**src/design/octmk_pkg.sv**
```systemverilog
package octmk_pkg;

   localparam int DEEPEST_LEVEL = 20;
   localparam int MAX_DIMS      = 3;
   localparam int COORD_W       = 32;
   localparam int SCALE_W       = 32;
   localparam int DIFF_W        = COORD_W + 1;
   localparam int PROD_W        = DIFF_W + SCALE_W + 1;
   localparam int FRAC_W        = 48;
   localparam int LEVEL_W       = 5;
   localparam int DIMS_W        = 2;
   localparam int CELL_W        = 20;
   localparam int KEY_W         = 61;
   localparam int CSR_W         = 32;
   localparam int CSR_INDEX_W   = 3;

   // Level offset (8^l - 1)/7 is the sum of 8^i for i < l: a 001 pattern cut to 3*l bits.
   localparam logic [KEY_W-1:0] OFFSET_PATTERN = 61'h249249249249249;

   typedef enum logic [CSR_INDEX_W-1:0] {
      CSR_ORIGIN_X   = 3'd0,
      CSR_ORIGIN_Y   = 3'd1,
      CSR_ORIGIN_Z   = 3'd2,
      CSR_SCALE_X    = 3'd3,
      CSR_SCALE_Y    = 3'd4,
      CSR_SCALE_Z    = 3'd5,
      CSR_NUM_DIMS   = 3'd6,
      CSR_LIFT_LEVEL = 3'd7
   } csr_index_type;

   typedef struct packed {
      logic signed [COORD_W-1:0] origin_x;
      logic signed [COORD_W-1:0] origin_y;
      logic signed [COORD_W-1:0] origin_z;
      logic [SCALE_W-1:0]        scale_x;
      logic [SCALE_W-1:0]        scale_y;
      logic [SCALE_W-1:0]        scale_z;
      logic [DIMS_W-1:0]         num_dims;
      logic [LEVEL_W-1:0]        lift_level;
   } cfg_type;

   typedef struct packed {
      logic [KEY_W-1:0]  key;
      logic [KEY_W-1:0]  lifted_key;
      logic [CELL_W-1:0] cell_x;
      logic [CELL_W-1:0] cell_y;
      logic [CELL_W-1:0] cell_z;
   } result_type;

   function automatic logic [LEVEL_W-1:0] clamp_level(input logic [LEVEL_W-1:0] lvl);
      if (lvl > LEVEL_W'(DEEPEST_LEVEL)) begin
         return LEVEL_W'(DEEPEST_LEVEL);
      end
      return lvl;
   endfunction

   function automatic logic [KEY_W-1:0] key_offset(input logic [LEVEL_W-1:0] lvl);
      logic [KEY_W-1:0] mask;
      mask = (KEY_W'(1) << (3 * lvl)) - KEY_W'(1);
      return OFFSET_PATTERN & mask;
   endfunction

endpackage

```
**src/design/octmk_csr.sv**
```systemverilog
module octmk_csr (
   input  logic                              clock,
   input  logic                              reset,
   input  logic                              csr_write,
   input  logic [octmk_pkg::CSR_INDEX_W-1:0] csr_index,
   input  logic [octmk_pkg::CSR_W-1:0]       csr_wdata,
   output octmk_pkg::cfg_type                cfg
);

   octmk_pkg::cfg_type cfg_ff;
   octmk_pkg::cfg_type cfg_in;

   always_comb begin
      cfg_in = cfg_ff;
      if (csr_write) begin
         unique case (octmk_pkg::csr_index_type'(csr_index))
            octmk_pkg::CSR_ORIGIN_X:   cfg_in.origin_x = csr_wdata;
            octmk_pkg::CSR_ORIGIN_Y:   cfg_in.origin_y = csr_wdata;
            octmk_pkg::CSR_ORIGIN_Z:   cfg_in.origin_z = csr_wdata;
            octmk_pkg::CSR_SCALE_X:    cfg_in.scale_x = csr_wdata;
            octmk_pkg::CSR_SCALE_Y:    cfg_in.scale_y = csr_wdata;
            octmk_pkg::CSR_SCALE_Z:    cfg_in.scale_z = csr_wdata;
            octmk_pkg::CSR_NUM_DIMS:   cfg_in.num_dims = csr_wdata[octmk_pkg::DIMS_W-1:0];
            octmk_pkg::CSR_LIFT_LEVEL: cfg_in.lift_level = csr_wdata[octmk_pkg::LEVEL_W-1:0];
            default: ;
         endcase
      end
   end

   always_ff @(posedge clock) begin
      if (reset) begin
         cfg_ff <= '{num_dims: octmk_pkg::DIMS_W'(octmk_pkg::MAX_DIMS), default: '0};
      end else begin
         cfg_ff <= cfg_in;
      end
   end

   assign cfg = cfg_ff;

endmodule

```
**config.mk**
```make
export PLATFORM = sky130hd
export DESIGN_NAME = octmk_csr
export DESIGN_NICKNAME = d
export VERILOG_FILES = /design/src/design/octmk_pkg.sv /design/src/design/octmk_csr.sv
export SDC_FILE = /design/constraint.sdc
export NUM_CORES = 1
export LEC_CHECK = 0
export ABC_AREA = 0
export BUFFER_PORTS_ARGS = -buffer_cell sky130_fd_sc_hd__buf_4
export CORE_ASPECT_RATIO = 0.75
export CORE_MARGIN = 2
export CORE_UTILIZATION = 47
export DETAILED_ROUTE_END_ITERATION = 16
export GPL_ROUTABILITY_DRIVEN = 0
export PLACE_DENSITY_LB_ADDON = 0.05
export SYNTH_ARGS = -nofsm -noshare
export SYNTH_HDL_FRONTEND = slang
export SYNTH_SLANG_ARGS = --single-unit
```
**constraint.sdc**
```tcl
create_clock -name clock -period 1.7 [get_ports clock]
set_input_delay 0.085 -clock clock [delete_from_list [all_inputs] [get_ports clock]]
set_output_delay 0.085 -clock clock [all_outputs]
set_load 0.05 [all_outputs]
```
[Yosys cells after proc, flatten, opt, wreduce, memory -nomap -nowiden]
Index checks and enable logic that the tools add are counted.
Cells by class
  equal/unequal tests: 7
  reductions and logical operators: 9
Operators with widths (count)
  AND reduction 2 bit: 8
  == test 3 bit, second input constant: 4
  == test 3 x 2 -> 1 bit, second input constant: 2
  == test 3 x 1 -> 1 bit, second input constant: 1
  logical NOT 3 bit: 1
Word-level totals
  register bits: 199

[Depth between registers and ports, before layout]
  depth in word-level cells: 2
  depth in mapped cells: 5

[Least setup slack after synthesis]
OpenSTA, ideal clock, no wires.
  path type: input port to flip-flop
  from: input csr_index[1] (netlist name)
  to: register cfg_ff, in the netlist cfg[188]
  data arrival time: 1131 ps
  required time: 1576 ps
  stages on the path: 5
  library setup time: 124 ps
  setup slack: 445 ps
  cell sequence: buf_2 > or4b_4 > buf_6 > buf_8 > mux2i_1
Between the ends
  word-level cells in the longest chain between the ends: 2
RTL lines
  start, declared: line octmk_csr.sv:5  | input logic [octmk_pkg::CSR_INDEX_W-1:0] csr_index,
  logical NOT 3 bit: line octmk_csr.sv:16  | unique case (octmk_pkg::csr_index_type'(csr_index))
  AND reduction 2 bit (no source line)
  end signal, assigned: line octmk_csr.sv:34  | cfg_ff <= cfg_in;
  end, declared: line octmk_csr.sv:10  | octmk_pkg::cfg_type cfg_ff;
Every way passes these cells.
A chain may end at the register's enable or synchronous reset.

[Final worst setup path]
  from: register cfg_ff, in the netlist cfg[119]
  to: output cfg[119] (netlist name)
RTL lines
  end, declared: line octmk_csr.sv:7  | output octmk_pkg::cfg_type cfg
No word-level cell between the ends.

==> results.md <==
* Status: completed
* Post-synthesis xor/xnor area fraction at 0%
* Max-slew violations at 0
* Peak per-stage delay on the critical path at 380 ps
* Leakage power at 0.00527 uW
* CTS Buffer Depth at 2
* Synth Flop Type: dfxtp_1
* RSZ-0062 raised after global routing: no
* Core Region at 16100 sq um
* Detailed Route WL at 20000 um
* Layout Nets at 952
* Cell Rows at 40
* Maxcap violations at 0
* Pwr/cell area at 941 nW/um^2
* Placed cell area at 9790 sq um
* Ys Warns at 0
* Die X at 153 um
* Max IR drop VDD at 0.631 mV
* FMAX at 0.901 GHz
* Hold_ws at 31.6 ps
* Sum Neg Setup Slack at 0 ps
* Period utilization at 65.3%
* Syn Area/Cell at 11.2 sq um
* Die height at 115 um
* Die area at 17600 sq um
* CP delay by family, top: flip-flops
* Simple-gate portion of the synthesized area at 19.9%
* Yosys top cell area share at 51.2%
* Mux contribution to synthesized area at 25.6%
* Worst Path Arrival at 1020 ps
* DRC at 0
* Initial drt markers at 216
* Post-route core utilization at 64.3%
* Post-synthesis cell area at 7780 sq um
* TritonCTS Sinks at 199
* Layout cells sized above 1 at 31.0%
* Cells after Synth at 693
* Worst endpoint required time at 1620 ps
* Relative slew slack at 63.2%
* Synth-to-layout area growth at 33.4%
* Largest family of logic cells by synthesized area: multiplexers
* Hold Buf Count CTS at 2
* WS Path Type: flip-flop to output port
* Final Setup Violations at 0
* Worst Path Buf+Inv at 1
* Routed vias/inst at 4.91
* Tmin final at 1110 ps
* Antenna violations before repair at 0
* Clk pin slew, worst setup/hold paths at 70 ps
* Via count at 5580
* Total GRT Usage at 22.8%
* Vias in the first global route at 5724
* Worst-case clock skew at 0 ps
* Multi-input gate area at 3590 sq um
* Worst Setup End Kind: output port
* Most common cell in the netlist: nand2b_1
* Total gr overflow at 0
* Largest net degree at the start of global routing at 84
* Port Buffers at 236
* Resize count post-CTS at 0
* Cts bufs inserted at 17
* Finished Cell Area at 10400 sq um
* Post-DP HPWL at 14000 um
* Final ANT Viol Nets at 0
* Least-Margin Pin Slew at 551 ps
* Post-synth ARST share at 0%
* Compound-Gate Fraction of Synth Area at 0%
* Sequential element share of the synthesized area at 51.2%
* #FFs+latches synth at 199
* Skew-Pair Late Insertion Delay at 430 ps
* Hold Crit Class: input pin to flip-flop
* Post-synth EDFFs at 0
* Filler cells at 1299
* FF+latch area at 3980 sq um
* DR WL/cell at 17.6 um
* Initial Util at 48.3%
* Crit-path cells: buf_4
* Slowest-stage cell, CP: dfxtp_1
* Post-synth cell types at 16
* Htree depth at 4
* CTS root buf: clkbuf_16
* Ant diodes at 0
* Final Hold Viols at 0
* CTS tree: done
* Post-synthesis adder-cell area fraction at 0%
* IO Count at 237
* Leading post-synthesis cells by cell area: dfxtp_1 (51%), mux2i_1 (26%), nand2b_1 (18%)
* Post-CTS setup buffer count at 0
* First-pass GRT wire length at 31200 um
* Synth area leader: dfxtp_1
* Most common library cells after synthesis: nand2b_1 (229), dfxtp_1 (199), mux2i_1 (199)
* Synthesized net count at 731
* Drt pass-1 iters at 4
* Flip-flop count of the largest register after layout at 199
* CP Max Fanout at 2
* CP Launch Type: flip-flop
-- layout make-up --
cell class              instances  share of cell area [%]
flip-flops and latches        199                    38.4
multi-input cells             442                    34.7
clock buffers                  19                    4.17
clock inverters                13                    1.18
repair buffers                254                    19.0
well taps                     210                    2.53
-- cell usage in the layout (no fill, tap or decap) --
cell type | netlist | routed
buf_4 | 2 | 247
nand2b_1 | 229 | 229
mux2i_1 | 199 | 199
dfxtp_1 | 199 | 199
clkbuf_16 | 0 | 17
buf_12 | 0 | 5
nor2_1 | 4 | 4
clkinv_4 | 0 | 3
clkinv_2 | 0 | 3
clkinvlp_4 | 0 | 3
nand4bb_4 | 0 | 2
nand4b_1 | 2 | 2
clkbuf_1 | 28 | 2
inv_6 | 0 | 2
dlygate4sd3_1 | 0 | 2
nor4b_2 | 0 | 1
nor4bb_4 | 0 | 1
nand4bb_1 | 3 | 1
and4b_1 | 1 | 1
nand4_1 | 1 | 1
or4b_4 | 1 | 1
bufinv_16 | 0 | 1
inv_8 | 0 | 1
-- logic make-up after synthesis --
group | count (synthesis)
and+or+nand+nor | 243
muxes | 199
DFF | 199
buffers and inverters | 52
-- worst min-delay path, delay by kind of cell --
kind | cells | cell delay (ps)
buf+inv | 1 | 80
mux | 1 | 140
simple gates | 1 | 120
-- per-stage QoR --
step                      cells  worst slack [ps]  power [uW]
after floorplan             693               445        5660
after global routing       1137               552       10100
after CTS                  1137               557        9850
after detailed placement   1103               402        6030
after global placement     1103               440        6010
final                      1137               590        9760
-- power by group --
| part | total (uW) | switching, uW | internal [uW] |
|---|---|---|---|
| clock network | 3830 | 1800 | 2040 |
| registers | 4820 | 61.4 | 4760 |
| logic | 1100 | 690 | 408 |
-- worst paths after layout --
check	to	start	slack, ps	depth (start not counted)
worst min-delay path	cfg[28]	csr_wdata[21]	30	3
worst max register to register	cfg[144]	cfg[144]	1040	2
worst max-delay path	cfg[119]	cfg[119]	590	1
worst min register to register	cfg[170]	cfg[170]	480	2
-- per-layer routing --
layer	vias up	global-route usage (%)	routed length, um
met5	-	0	0
met4	0	8.83	403
met3	31	7.27	1370
met2	159	35.6	9120
met1	2657	29.8	9140
li1	2733	-	-
No activity file was read; power rests on OpenSTA's default activity.
