File: src/design/octmk_pkg.sv
package octmk_pkg;

   localparam int DEEPEST_LEVEL = 20;
   localparam int MAX_DIMS      = 3;
   localparam int COORD_W       = 32;
   localparam int SCALE_W       = 32;
   localparam int DIFF_W        = COORD_W + 1;
   localparam int PROD_W        = DIFF_W + SCALE_W + 1;
   localparam int FRAC_W        = 48;
   localparam int LEVEL_W       = 5;
   localparam int DIMS_W        = 2;
   localparam int CELL_W        = 20;
   localparam int KEY_W         = 61;
   localparam int CSR_W         = 32;
   localparam int CSR_INDEX_W   = 3;

   // Level offset (8^l - 1)/7 is the sum of 8^i for i < l: a 001 pattern cut to 3*l bits.
   localparam logic [KEY_W-1:0] OFFSET_PATTERN = 61'h249249249249249;

   typedef enum logic [CSR_INDEX_W-1:0] {
      CSR_ORIGIN_X   = 3'd0,
      CSR_ORIGIN_Y   = 3'd1,
      CSR_ORIGIN_Z   = 3'd2,
      CSR_SCALE_X    = 3'd3,
      CSR_SCALE_Y    = 3'd4,
      CSR_SCALE_Z    = 3'd5,
      CSR_NUM_DIMS   = 3'd6,
      CSR_LIFT_LEVEL = 3'd7
   } csr_index_type;

   typedef struct packed {
      logic signed [COORD_W-1:0] origin_x;
      logic signed [COORD_W-1:0] origin_y;
      logic signed [COORD_W-1:0] origin_z;
      logic [SCALE_W-1:0]        scale_x;
      logic [SCALE_W-1:0]        scale_y;
      logic [SCALE_W-1:0]        scale_z;
      logic [DIMS_W-1:0]         num_dims;
      logic [LEVEL_W-1:0]        lift_level;
   } cfg_type;

   typedef struct packed {
      logic [KEY_W-1:0]  key;
      logic [KEY_W-1:0]  lifted_key;
      logic [CELL_W-1:0] cell_x;
      logic [CELL_W-1:0] cell_y;
      logic [CELL_W-1:0] cell_z;
   } result_type;

   function automatic logic [LEVEL_W-1:0] clamp_level(input logic [LEVEL_W-1:0] lvl);
      if (lvl > LEVEL_W'(DEEPEST_LEVEL)) begin
         return LEVEL_W'(DEEPEST_LEVEL);
      end
      return lvl;
   endfunction

   function automatic logic [KEY_W-1:0] key_offset(input logic [LEVEL_W-1:0] lvl);
      logic [KEY_W-1:0] mask;
      mask = (KEY_W'(1) << (3 * lvl)) - KEY_W'(1);
      return OFFSET_PATTERN & mask;
   endfunction

endpackage

File: src/design/octmk_axis.sv
module octmk_axis (
   input  logic                                clock,
   input  logic                                load_diff,
   input  logic                                load_prod,
   input  logic signed [octmk_pkg::COORD_W-1:0] coord,
   input  logic signed [octmk_pkg::COORD_W-1:0] origin,
   input  logic [octmk_pkg::SCALE_W-1:0]        scale,
   output logic [octmk_pkg::CELL_W-1:0]         frac
);

   logic signed [octmk_pkg::DIFF_W-1:0]  diff_ff;
   logic signed [octmk_pkg::DIFF_W-1:0]  diff_in;
   logic signed [octmk_pkg::SCALE_W:0]   scale_s;
   logic signed [octmk_pkg::PROD_W-1:0]  prod;
   logic [octmk_pkg::CELL_W-1:0]         frac_ff;
   logic [octmk_pkg::CELL_W-1:0]         frac_in;

   assign diff_in = octmk_pkg::DIFF_W'(coord) - octmk_pkg::DIFF_W'(origin);
   assign scale_s = $signed({1'b0, scale});
   assign prod    = diff_ff * scale_s;

   // Only product bits 47 down to 28 can reach a cell index at any level.
   assign frac_in = prod[octmk_pkg::FRAC_W-1:octmk_pkg::FRAC_W-octmk_pkg::CELL_W];

   always_ff @(posedge clock) begin
      if (load_diff) begin
         diff_ff <= diff_in;
      end
      if (load_prod) begin
         frac_ff <= frac_in;
      end
   end

   assign frac = frac_ff;

endmodule

File: config.mk
export PLATFORM = sky130hd
export DESIGN_NAME = octmk_axis
export DESIGN_NICKNAME = d
export VERILOG_FILES = /design/src/design/octmk_pkg.sv /design/src/design/octmk_axis.sv
export SDC_FILE = /design/constraint.sdc
export NUM_CORES = 2
export LEC_CHECK = 0
export ABC_AREA = 1
export BUFFER_PORTS_ARGS = -buffer_cell sky130_fd_sc_hd__buf_2
export CORE_MARGIN = 2
export CORE_UTILIZATION = 70
export CTS_CLUSTER_SIZE = 10
export DETAILED_ROUTE_END_ITERATION = 8
export GPL_TIMING_DRIVEN = 0
export PLACE_DENSITY_LB_ADDON = 0.25
export SYNTH_ARGS = -nofsm -noshare
export SYNTH_HDL_FRONTEND = slang
export SYNTH_SLANG_ARGS = --single-unit
File: constraint.sdc
create_clock -name clock -period 11.2 [get_ports clock]
set_input_delay 0.56 -clock clock [delete_from_list [all_inputs] [get_ports clock]]
set_output_delay 0.56 -clock clock [all_outputs]
set_load 0.05 [all_outputs]
# Word level (Yosys, flattened, before mapping)
# Cells that the tools add are included.
totals:
  out_inout_bits: 20
  elab_cells: 4
  reg_bits: 53
op_classes:
  multipliers: 1
  add_sub_neg: 1
op_table:
  columns: ["operator", "n"]
  rows:
  - ["$mul A33 B33 Y48", 1]
  - ["$sub A32 B32 Y33", 1]

# Longest topological paths before layout
logic_depth:
  ltp_word: 1
  ltp_mapped: 35
  depth_no_buf: 33

# Worst setup path before layout
# No wires, ideal clock.
synth_timing:
  path_kind: "input port to flip-flop"
  start: "input port scale[2] (netlist name)"
  end: "register frac_ff, in the netlist frac[15], data pin"
  arrival_time_ns: 6.667
  path_stages: 26
  slack_ns: 4.269
  setup_time_ns: 0.265
  n_path_buf: 2
  cell_sequence: "clkbuf_1 clkbuf_1 nand2_1 inv_1 fa_1 inv_1 fa_1 inv_1 fa_1 inv_1 fa_1 inv_1 fa_1 fa_1 fa_1 fa_1 ha_1 nand2_1 nor2_1 inv_1 nor2_1 nand3_1 inv_1 nand2_1 o211ai_1 xor2_1"
synth_between:
  elab_chain_cells: 1
synth_lines:
  columns: ["item", "line_no", "text"]
  rows:
  - ["from (decl)", "octmk_axis.sv:7", "input logic [octmk_pkg::SCALE_W-1:0] scale,"]
  - ["$mul A33 B33 Y48", "octmk_axis.sv:20", "assign prod = diff_ff * scale_s;"]
  - ["via prod, one bit", "octmk_axis.sv:14", "logic signed [octmk_pkg::PROD_W-1:0] prod;"]
  - ["to (signal assigned)", "octmk_axis.sv:30", "frac_ff <= frac_in;"]
  - ["to (decl)", "octmk_axis.sv:15", "logic [octmk_pkg::CELL_W-1:0] frac_ff;"]
# The timed path passes the listed nets, and every way through them passes these cells.
# A chain may end at the register's enable or synchronous reset.

# Worst setup path in the final report
layout_timing:
  start: "input port scale[9] (netlist name)"
  end: "register frac_ff, in the netlist frac[19], data pin"
# The elaborated chain is that of the path after synthesis.

==> qor.txt <==
die width - 226 um
CTS clock-pin slew for the worst setup and hold paths - 0.12 ns
worst setup path category - in -> reg
TritonCTS clock tree - built
Setup Skew - 0.0328 ns
kind of launch point of the worst setup path - primary input
Synth area leader - fa_1
number of CTS-inserted buffers - 5
count of distinct cell types in the synthesized netlist - 38
post-CTS repair timing setup buffer count - 0
simple-gate area share of the yosys netlist - 15.5%
most numerous cell on the critical path - fa_1
number of global-route vias before repair - 31,000
setup slack of the worst register-to-register path - 2.24 ns
R2R depth - 26
placeable core region - 48,800 sq um
most frequent cells in the layout - inv_1, nand2_1, fa_1
starting utilization of the core area - 70.7%
share of cells above drive strength 1 - 2.67%
number of nets produced by synthesis - 5,660
number of routed nets with antenna violations - 0
number of nets in the finished design - 5,764
grt met2 use - 74.0%
CTS root buffer - clkbuf_16
number of clock sinks - 53
IO buf count - 97
met1 layer usage reported by global route - 61.6%
buffer depth of the longest clock path - 2
highest net fanout along the worst path - 10
instance count after placement with tap cells included - 5,299
Crit. path cell count - 26
highest clock frequency the design can meet - 111 MHz
Final period util - 80.7%
count of standard-cell rows - 81
dominant delay contributor by cell family on the critical path - adder cells
final cell count without fillers - 5,314
max-slew violation total from the final report - 0
count of buffering cells on the critical path with inverters included - 8
beginning of the critical path - scale[9]
post-synthesis xor/xnor area fraction - 1.50%
count of max-cap constraint violations - 0
Synthesis Warnings - 0
unrepaired setup endpoints after global routing - false
cell types with the largest area share after synthesis - fa_1, inv_1, nand2_1
number of endpoints failing setup at the final stage - 0
peak-usage layer in the global routing report - met2
relative max-transition margin - 2.89%
mux share of post-synthesis cell area - 0%
DIE AREA - 51,100 sq um
met3 GRT Util - 18.7%
number of flip-flops and latches in the synthesized netlist - 53
class of the most critical hold timing path - in -> reg
hold-critical path depth - 3
synth-to-layout area growth - 4.31%
Yosys top cell area share - 48.7%
critical path arrival - 9.18 ns
drt via density - 5.69
fraction of the mapped netlist area in adder cells - 55.3%
R2R Path End - frac[19]
largest net degree at the start of global routing - 34
slowest stage delay, CP - 1.12 ns
post-DR wirelength/cell - 23.5 um
weighted congestion reported at the end of routability-driven placement - 1.09
post-detail-place hpwl - 102,000 um
fraction of the yosys area taken by sequential cells - 4.61%
cts-stage hold buffer count - 0
Final Hold Violating Endpoints - 0
Clk Latency, worst-skew pair - 0.37 ns
commonest non-fill, non-tap cell in the layout - inv_1
global-route wire length before repair - 185,000 um
launch instance of the worst register-to-register path - diff_ff[22]
fin util - 73.7%
total congestion overflow - 0
transition time at the pin with the least slew margin - 1.46 ns
height of the chip - 226 um
Syn Std Cell Area - 34,500 sq um
number of top-level design ports - 119
Iteration-0 DRC Markers - 4,007
antenna violations before repair - 8
critical-path cell with the highest stage delay - clkbuf_1
sum of negative setup slack - 0 ns
average footprint of a synthesized cell - 7.61 sq um
H-tree depth reported by CTS - 2
required arrival time at the worst endpoint - 11.34 ns
routed wire length - 125,000 um
Resized cells post-CTS - 0
number of vias in the routed layout - 30,200
total routing resource utilization after global routing - 51.6%
result of the run - complete, no violations
main combinational cell family by area after synthesis - adder cells
number of detailed-routing iterations run before antenna repair - 6
CP endpoint kind - flip-flop
fin crit period - 9.04 ns
number of cells produced by synthesis - 4,538
end of the critical path - frac[19]
DRC viols - 0
synthesized-area fraction occupied by ao, oa, aoi and oai cells - 3.17%
## layout make-up
class                           instances  area, sq um
Antenna cell                            7         17.5
Tap cell                              664          831
Sequential cell                        53         1590
Multi-Input combinational cell       2662        26100
Inverter                             1630         6120
Clock inverter                          3         28.8
Fill cell                            3934        12800
Timing Repair Buffer                   97          485
Clock buffer                            5          125
Buffer                                193          737
## routing by layer
layer	share of wire (%)	wire length, um
met4	11	13500
met2	41	51800
met3	15	19100
met5	0.022	27
met1	33	40600
## stage by stage
stage                     hold slack (ns)  area [sq um]  worst slack (ns)
after floorplan                     0.672         34500              4.27
after global placement              0.970         35900              2.41
after detailed placement            0.968         35900              2.39
after CTS                           0.610         36000              2.63
after global routing                0.642         36000              2.02
final                               0.610         36000              2.16
## state kept, by name, indices dropped and copies added, names as in the netlist
signal	cells
diff_ff	33
frac	20
## synthesized netlist by cell type, drive strengths merged
master	instances
o2111ai	1
a31oi	13
clkbuf	166
ha	182
xnor2	19
o21bai	8
nand2b	1
fa	841
nand4	7
nand2	1198
o21ai	57
o21a	4
xor2	40
a21boi	5
nand3	59
o31ai	3
a31o	1
nor4	3
o211ai	2
and3	2
o221ai	1
a211oi	1
a21o	10
nor3	16
inv	1630
or2	1
a221oi	2
edfxtp	53
a21oi	83
nand3b	6
nor2	96
buf	27
## worst min path at each step
stage	startpoint	end
6_report	origin[0]	diff_ff[0]
5_1_grt	origin[0]	diff_ff[0]
4_1_cts	origin[0]	diff_ff[0]
3_5_place_dp	origin[0]	diff_ff[0]
3_3_place_gp	origin[0]	diff_ff[0]
2_1_floorplan	load_diff	diff_ff[0]
## worst register-to-register path, cell delays in order (launching register included)
cell and delay, ns:
edfxtp_1 0.32, clkbuf_1 0.76, clkbuf_1 0.77, nand2_1 0.19, fa_1 0.56, inv_1 0.05
fa_1 0.53, fa_1 0.57, inv_1 0.08, fa_1 0.53, inv_1 0.05, fa_1 0.49
fa_1 0.51, fa_1 0.49, inv_1 0.09, fa_1 0.89, inv_1 0.13, ha_1 0.34
nand2_1 0.12, inv_1 0.05, a21oi_1 0.20, nand2_1 0.09, a21oi_1 0.35, or2_1 0.17
nand3_1 0.22, nand3_1 0.16, nand2_1 0.06
## kinds of logic after synthesis
family                     Yosys count
AOI/OAI and AO/OA                  191
buffers and inverters             1823
xor gates and xnor gates            59
adders and majority gates         1023
DFF                                 53
and+or+nand+nor                   1389
Power is left out: the tool's default activity adds up to more than one toggle a clock period on the data nets, which glitch-free logic cannot reach.
